--- config.mk ---
export PLATFORM = sky130hd
export DESIGN_NAME = bd2_lane
export DESIGN_NICKNAME = d
export VERILOG_FILES = /design/src/design/bd2_pkg.sv /design/src/design/bd2_lane.sv
export SDC_FILE = /design/constraint.sdc
export NUM_CORES = 1
export LEC_CHECK = 0
export BUFFER_PORTS_ARGS = -buffer_cell sky130_fd_sc_hd__buf_2
export CAP_MARGIN = 10
export CORE_ASPECT_RATIO = 0.7
export CORE_MARGIN = 10
export CORE_UTILIZATION = 45
export CTS_BUF_LIST = sky130_fd_sc_hd__clkbuf_16
export DETAILED_ROUTE_END_ITERATION = 6
export PLACE_DENSITY = 0.82
export SYNTH_ARGS = -nofsm -noshare
export SYNTH_HDL_FRONTEND = slang
export SYNTH_SLANG_ARGS = --single-unit
export TNS_END_PERCENT = 1
--- constraint.sdc ---
create_clock -name clk -period 2.4 [get_ports clk]
set_clock_uncertainty 0.2 [all_clocks]
set_input_delay 0.24 -clock clk [delete_from_list [all_inputs] [get_ports clk]]
set_output_delay 0.24 -clock clk [all_outputs]
set_load 0.1 [all_outputs]
--- src/design/bd2_pkg.sv ---
// Package for the 2x2 box-filter downscaler.
// Holds the shared widths, register indexes, reset values and the lane control struct.
// Used by every module in the design folder except bd2_ram.
package bd2_pkg;

	localparam int DEF_MAX_WIDTH  = 2048;
	localparam int DEF_MAX_HEIGHT = 2048;

	localparam int NUM_LANES  = 4;
	localparam int CHAN_W     = 8;
	localparam int SUM_W      = CHAN_W + 1;
	localparam int COORD_W    = 10;
	localparam int SIZE_W     = 12;
	localparam int CFG_IDX_W  = 1;
	localparam int CFG_DATA_W = SIZE_W;

	localparam int IN_DATA_W  = 32;
	localparam int OUT_DATA_W = 56;

	localparam logic [CFG_IDX_W-1:0] REG_FRAME_WIDTH  = 1'b0;
	localparam logic [CFG_IDX_W-1:0] REG_FRAME_HEIGHT = 1'b1;

	localparam logic [SIZE_W-1:0] SIZE_RESET = 12'd2048;

	typedef struct packed {
		logic load_held;
		logic adv_s1;
	} lane_ctrl_t;

endpackage

--- src/design/bd2_lane.sv ---
// One channel lane of the downscaler: holds the left pixel, forms the pair sum
// and, one stage later, the truncated mean of the 2x2 block.
// Depends on bd2_pkg.
module bd2_lane (
	input  logic                        clk,
	input  bd2_pkg::lane_ctrl_t         ctrl,
	input  logic [bd2_pkg::CHAN_W-1:0]  px,
	input  logic [bd2_pkg::SUM_W-1:0]   upper,
	output logic [bd2_pkg::SUM_W-1:0]   pair,
	output logic [bd2_pkg::CHAN_W-1:0]  avg
);
	import bd2_pkg::*;

	logic [CHAN_W-1:0] held_q;
	logic [SUM_W-1:0]  pair_s1;
	logic [SUM_W:0]    block_sum;

	assign pair      = {1'b0, held_q} + {1'b0, px};
	assign block_sum = {1'b0, upper} + {1'b0, pair_s1};
	assign avg       = block_sum[SUM_W:2];

	always_ff @(posedge clk) begin
		if (ctrl.load_held) begin
			held_q <= px;
		end
		if (ctrl.adv_s1) begin
			pair_s1 <= pair;
		end
	end

endmodule

==> results.txt <==
DP Area: 1653 um^2
vias in the first global route: 973
LEAKAGE: 0.7872 nW
layout cells sized above 1: 0.4667
post-route cell area: 1876 um^2
Worst slew margin: 0.6750
Hold Slack: 0.0008482 ns
Critical Path AT: 2.07 ns
Seq/Total Area, Yosys: 0.4459
clock sink count: 17
Hold Crit Depth: 1
vias: 958
peak supply drop: 0.0005202 V
nets@finish: 188
Mapped Area: 1145 um^2
Total GRT Usage: 0.1090
post-synth top area share: 0.4459
core area: 2440 um^2
Inst Count DP: 173
first-pass GRT wire length: 4.560 mm
Yosys warning count: 0
most common cell in the netlist: edfxtp_1
global route overflow: 0
post-layout min period: 2.511 ns
CTS tree: done
flops & latches, synth: 17
RePlAce Congestion: 0.7648
EDFF count, synth: 17
Synth top cells by count: 17 x edfxtp_1, 16 x ha_1, 7 x a21oi_1
area of the multi-input gates: 767.0 um^2
Max Slew Vio Count: 0
Worst Path Required: 1.96 ns
WL/cell: 15.08 um
IO Pins: 37
DIE HEIGHT: 62.20 um
Mapped Cells: 100
Final setup viols: 4
routed wire length: 2.774 mm
vias per cell: 5.207
crit-path max FO: 2
status: complete, but fails checks
Starting Density: 0.4692
Worst-path clk slew: 0.05 ns
syn_nets: 137
Die Span X: 80.29 um
Main synth FF type: edfxtp_1
CP Class: reg2out
CP startpoint kind: flop
Final WS setup: -0.1112 ns
CTS Buf Count: 3
Hold Crit Class: in2reg
critical path capture point type: output pin
RSZ-0062 raised after global routing: yes
Final ANT Viol Nets: 0
Storage cell area: 510.5 um^2
row count: 15
Finished Core Util: 0.7687
final cell count without fillers: 184
Setup Total Neg Slack: -0.1844 ns
fill cell count: 160
H-tree depth: 1
Cell Pwr Density: 1120 nW/um^2
synth top area cells: edfxtp_1 45%, ha_1 17%, xnor2_1 4.6%
ys async rst share: 0
DRT Pass-1 Iters: 4
first-iteration detailed-routing DRC count: 31
maximum clock frequency: 398.2 MHz
R2R depth: 6
Synth area leader: edfxtp_1
largest net degree at the start of global routing: 11
Port Buf Inserts: 36
CTS Root Cell: clkbuf_16
hpwl dp: 2.215 mm
Worst Tran Pin Value: 0.4908 ns
DRC: 0
P&R area growth vs syn: 63.83%
final hold viol count: 0
initial antenna violation count: 0
Skew-Pair Late Insertion Delay: 0.24 ns
Inserted Diodes: 0
Mean Syn Cell Area: 11.45 um^2
reg2reg setup slack: 0.29 ns
die area: 4994 um^2
Tcrit/Tclk final: 1.046
post-synth cell types: 29
failing checks: negative setup slack
Clock Path Buffers: 2
max-cap viol count: 0
==> cell type report <==
class,instances,area share
flip-flops and latches,17,0.2722
inverters,6,0.01201
clock inverters,1,0.002668
well taps,34,0.02268
repair buffers,46,0.2415
multi-input cells,77,0.4089
clock buffers,3,0.04003
==> through the flow <==
step / setup WS, ns / power (W)
after global placement: 0.01731 / 0.001705
after floorplan: -0.3588 / 0.001335
after detailed placement: -0.03444 / 0.001731
after CTS: -0.1264 / 0.002087
final: -0.1112 / 0.002101
after global routing: -0.1886 / 0.002182
==> where the power goes <==
part	switching (W)	leakage [nW]	internal, W	total [W]
sequential	0.0000146	0.167	0.000373	0.000388
clock	0.000103	0.0409	0.000222	0.000326
combinational	0.000929	0.580	0.000458	0.00139
==> layout by cell type (no fill, tap or decap), types with 2 or more instances in the layout <==
master | netlist | final
nand3_1 | 6 | 6
clkbuf_16 | 0 | 3
ha_4 | 0 | 3
nor2_1 | 3 | 3
nand2_1 | 4 | 4
or3_1 | 2 | 2
xor2_2 | 0 | 4
ha_1 | 16 | 9
ha_2 | 0 | 4
buf_12 | 0 | 12
nor3_1 | 4 | 4
a21o_1 | 2 | 2
o211ai_1 | 4 | 4
edfxtp_1 | 17 | 17
a21oi_2 | 1 | 4
xnor2_2 | 0 | 5
and3_1 | 2 | 2
a21oi_1 | 7 | 4
buf_2 | 0 | 23
buf_4 | 0 | 4
dlygate4sd3_1 | 0 | 6
inv_1 | 6 | 6
==> logic make-up (layout without fill, tap and decap cells) <==
family	count (synthesis)	count (layout)	share of synthesized area
simple gates	25	25	0.1115
compound gates	24	24	0.1464
fa+ha+maj	17	17	0.1923
flops	17	17	0.4459
xor+xnor	11	11	0.08415
buf+inv	6	56	0.01967
==> registers in the layout, indices dropped and copies added, names as in the netlist <==
| register | flops |
|---|---|
| held_q | 8 |
| pair_s1 | 9 |
==> timing repair <==
action                     CTS  global route
setup endpoints to repair    8            11
buffers inserted             1             0
gates cloned                 0             0
resized for setup            8             7
hold endpoints to repair     6             0
pin swaps                    7             1
hold buffers                 6             0
==> final timing paths <==
path | from | end
hold reg to reg | held_q[0] | pair_s1[0]
hold / removal | px[3] | held_q[3]
setup / recovery | held_q[0] | pair[6]
setup reg to reg | held_q[0] | pair_s1[6]
==> worst max-delay path, stage by stage (launching register included) <==
cell and delay, ns:
edfxtp_1 0.37, ha_2 0.20, fa_2 0.34, a21o_1 0.17, a21oi_2 0.15, o211ai_1 0.19, xor2_4 0.22, buf_12 0.19
==> layer usage <==
layer / global-route usage / wire length, um / vias to the layer above
li1: - / - / 483
met1: 0.1396 / 1252 / 439
met2: 0.1770 / 1322 / 32
met3: 0.03161 / 165 / 4
met4: 0.01974 / 34 / 0
met5: 0 / 0 / -
No activity file was read; power rests on OpenSTA's default activity.
