$ cat src/design/bd2_pkg.sv
// Package for the 2x2 box-filter downscaler.
// Holds the shared widths, register indexes, reset values and the lane control struct.
// Used by every module in the design folder except bd2_ram.
package bd2_pkg;

	localparam int DEF_MAX_WIDTH  = 2048;
	localparam int DEF_MAX_HEIGHT = 2048;

	localparam int NUM_LANES  = 4;
	localparam int CHAN_W     = 8;
	localparam int SUM_W      = CHAN_W + 1;
	localparam int COORD_W    = 10;
	localparam int SIZE_W     = 12;
	localparam int CFG_IDX_W  = 1;
	localparam int CFG_DATA_W = SIZE_W;

	localparam int IN_DATA_W  = 32;
	localparam int OUT_DATA_W = 56;

	localparam logic [CFG_IDX_W-1:0] REG_FRAME_WIDTH  = 1'b0;
	localparam logic [CFG_IDX_W-1:0] REG_FRAME_HEIGHT = 1'b1;

	localparam logic [SIZE_W-1:0] SIZE_RESET = 12'd2048;

	typedef struct packed {
		logic load_held;
		logic adv_s1;
	} lane_ctrl_t;

endpackage

$ cat src/design/bd2_merge.sv
// Output stage: merges the lane results and the destination coordinates into
// one registered output beat. Depends on bd2_pkg.
module bd2_merge (
	input  logic                                     clk,
	input  logic                                     arst_n,
	input  logic                                     load,
	input  logic [bd2_pkg::CHAN_W-1:0]               avg [bd2_pkg::NUM_LANES],
	input  logic [bd2_pkg::COORD_W-1:0]              dest_x,
	input  logic [bd2_pkg::COORD_W-1:0]              dest_y,
	output logic                                     m_axis_tvalid,
	input  logic                                     m_axis_tready,
	// chan0_out, chan1_out, chan2_out, chan3_out, dest_x, dest_y, zero padding
	output logic [bd2_pkg::OUT_DATA_W-1:0]           m_axis_tdata,
	output logic                                     free
);
	import bd2_pkg::*;

	localparam int PAD_W = OUT_DATA_W - NUM_LANES * CHAN_W - 2 * COORD_W;

	logic                  valid_q;
	logic [OUT_DATA_W-1:0] data_q;
	logic [OUT_DATA_W-1:0] data_d;

	always_comb begin
		data_d = '0;
		for (int i = 0; i < NUM_LANES; i++) begin
			data_d[i*CHAN_W +: CHAN_W] = avg[i];
		end
		data_d[NUM_LANES*CHAN_W +: COORD_W]           = dest_x;
		data_d[NUM_LANES*CHAN_W + COORD_W +: COORD_W] = dest_y;
		data_d[OUT_DATA_W-1 -: PAD_W]                 = '0;
	end

	assign free          = !valid_q || m_axis_tready;
	assign m_axis_tvalid = valid_q;
	assign m_axis_tdata  = data_q;

	always_ff @(posedge clk or negedge arst_n) begin
		if (!arst_n) begin
			valid_q <= 1'b0;
		end else if (load) begin
			valid_q <= 1'b1;
		end else if (m_axis_tready) begin
			valid_q <= 1'b0;
		end
	end

	always_ff @(posedge clk) begin
		if (load) begin
			data_q <= data_d;
		end
	end

endmodule

$ cat config.mk
export PLATFORM = sky130hd
export DESIGN_NAME = bd2_merge
export DESIGN_NICKNAME = d
export VERILOG_FILES = /design/src/design/bd2_pkg.sv /design/src/design/bd2_merge.sv
export SDC_FILE = /design/constraint.sdc
export NUM_CORES = 1
export LEC_CHECK = 0
export BUFFER_PORTS_ARGS = -buffer_cell sky130_fd_sc_hd__buf_2
export CAP_MARGIN = 20
export CORE_MARGIN = 1.5
export CORE_UTILIZATION = 40
export DETAILED_ROUTE_END_ITERATION = 8
export PLACE_DENSITY_LB_ADDON = 0.12
export SYNTH_ARGS = -nofsm -noshare
export SYNTH_HDL_FRONTEND = slang
export SYNTH_SLANG_ARGS = --single-unit
$ cat constraint.sdc
create_clock -name clk -period 0.8 [get_ports clk]
set_input_delay 0.16 -clock clk [delete_from_list [all_inputs] [get_ports clk]]
set_output_delay 0.16 -clock clk [all_outputs]
set_load 0.005 [all_outputs]
==> results_dict.tcl <==
set metrics [dict create \
    p_seq_frac 0.608 \
    slew_viol_final 0 \
    first_pass_iters 3 \
    power_mw 5.49 \
    fin_crit_ns 1.04 \
    start_kind "register" \
    vdd_drop_max_mv 1.42 \
    intPower_mw 4.47 \
    antenna_found_initial 0 \
    preCtsSetupSlack_ns -0.00554 \
    cts_max_path_buffers 2 \
    syn_to_final_growth_pct 46.2 \
    layout_common_cells "buf_2, edfxtp_1, clkbuf_8, conb_1, buf_12" \
    p_leak_nw 1.05 \
    setup_viol 54 \
    numCtsBuffers 5 \
    fillers 340 \
    comb_power_share 0.085 \
    core-area_sq_mm 0.00397 \
    initial_core_util 0.414 \
    num_rows 23 \
    place_area_sq_mm 0.00227 \
    drc 0 \
    fin_cells 230 \
    power_switching_share 0.185 \
    synth_cell_type_count 6 \
    fin_crit_sh 1.30 \
    fin_util 0.605 \
    fp.dieArea_sq_mm 0.00450 \
    dp_hpwl_microns 2260 \
    cts_htree_levels 2 \
    pwr-share-clk 0.307 \
    clkTransAtPathRegs_ns 0.09 \
    power.switching_mw 1.01 \
    violations "negative setup slack" \
    min_path_type "input port to register" \
    crit_path_end_kind "primary output" \
    ys_seq_area_frac 0.966 \
    antennaDiodeCount 0 \
    power_density_mw_per_mm2 2280 \
    grt_pass1_vias 872 \
    finalHoldViolations 0 \
    hold_ws_ns 0.0346 \
    grt.overflow.total 0 \
    fin_skew_ns 0 \
    yosys_warnings 0 \
    dp_cells 220 \
    cp_slowest_cell "dfrtp_1" \
    layout-drive-gt1-share 0.667 \
    critical-path-top-delay-family "flip-flops" \
    critPathBufInv 1 \
    grt_pass1_wl_microns 3910 \
    fmax_mhz 962 \
    synth_seq_cells 53 \
    grt_max_degree 28 \
    routedWlPerCell_microns 13.1 \
    outcome "complete, but fails checks" \
    ioPinCount 114 \
    dr.first_iter.drc_count 49 \
    mostFrequentLayoutCell "buf_2" \
    cts-root-buf "clkbuf_8" \
    chipWidth_microns 67.1 \
    via_count 972 \
    nets 235 \
    port_buffers 109 \
    die_y_microns 67.1 \
    timing.final.ws_setup_ns -0.239 \
    criticalPathCategory "register to primary output" \
    cts_num_sinks 53 \
    finalWirelength_microns 3010 \
    grt_setup_unrepaired "true" \
    required_ns 0.64 \
    via_per_inst 4.23 \
    clk_latency_ns 0.29 \
    syn_area_sq_mm 0.00164 \
    crit_chain "nand2b_4, buf_6" \
    fin_area_sq_mm 0.00240 \
    drv_cap 0 \
    timing.setup.tns_ns -8.00 \
    cpPeakStageDelay_ns 0.42 \
    syn_avg_cell_area_sq_um 27.4 \
    crit_arrival_ns 0.88 \
    cts_tree "built" \
    path_max_fanout 2 \
    synth_cells 60 \
    detail-route-antenna-nets 0 \
    grt_usage 0.126 \
    place_congestion 0.625 \
]
-- final timing paths --
check	start	depth (start not counted)	slack (ns)	endpoint
hold reg to reg	m_axis_tvalid$_DFFE_PN0P_	3	0.68	m_axis_tvalid$_DFFE_PN0P_
setup reg to reg	m_axis_tvalid$_DFFE_PN0P_	3	0.04	m_axis_tvalid$_DFFE_PN0P_
max in group asynchronous	arst_n	2	0.54	m_axis_tvalid$_DFFE_PN0P_
min in group asynchronous	arst_n	2	0.18	m_axis_tvalid$_DFFE_PN0P_
setup / recovery	m_axis_tvalid$_DFFE_PN0P_	2	-0.24	free
hold / removal	dest_y[2]	1	0.03	m_axis_tdata[44]$_DFFE_PP_
-- cells in the mapped netlist --
cell type	n	area (sq um)
edfxtp_1	52	1560
buf_4	4	30.0
conb_1	1	3.75
dfrtp_1	1	25.0
nand2b_2	1	8.76
nand2b_4	1	13.8
-- timing repair --
action,4_1_cts,5_1_grt
cloned,0,0
gates resized for setup,1,0
endpoints found under the setup margin,54,54
hold buffers,1,0
hold endpoints to repair,1,0
buffers inserted,1,0
-- area by class of cell --
cell class	instances	area, sq um	area share
Sequential cell	53	1590	0.660
Clock buffer	6	72.6	0.0302
Timing Repair Buffer	113	609	0.254
Clock inverter	2	33.8	0.0141
Multi-Input combinational cell	6	37.5	0.0156
Tap cell	50	62.6	0.0260
-- cell families after synthesis --
family / after synthesis / synth area share
buffers and inverters: 4 / 0.0183
other: 1 / 0.00228
DFF: 53 / 0.966
and+or+nand+nor: 2 / 0.0137
-- per-layer routing --
layer / share of wire / GRT usage / routed length [microns] / vias to the layer above
met4: 0.0043 / 0.0383 / 13 / 0
met5: 0 / 0 / 0 / -
li1: - / - / - / 462
met3: 0.12 / 0.0625 / 347 / 2
met2: 0.54 / 0.228 / 1610 / 60
met1: 0.34 / 0.123 / 1030 / 448
-- flip-flops by register name, indices dropped and copies added (netlist names) --
register	flops
m_axis_tdata	52
m_axis_tvalid	1
-- power groups by stage --
stage,combinational (mW),clock (mW),sequential [mW]
2_1_floorplan,0.0286,0,3.44
3_3_place_gp,0.450,0,3.39
4_1_cts,0.475,1.73,3.34
5_1_grt,0.513,1.86,3.35
3_5_place_dp,0.461,0,3.40
6_report,0.465,1.69,3.33
No activity file was read; power rests on OpenSTA's default activity.
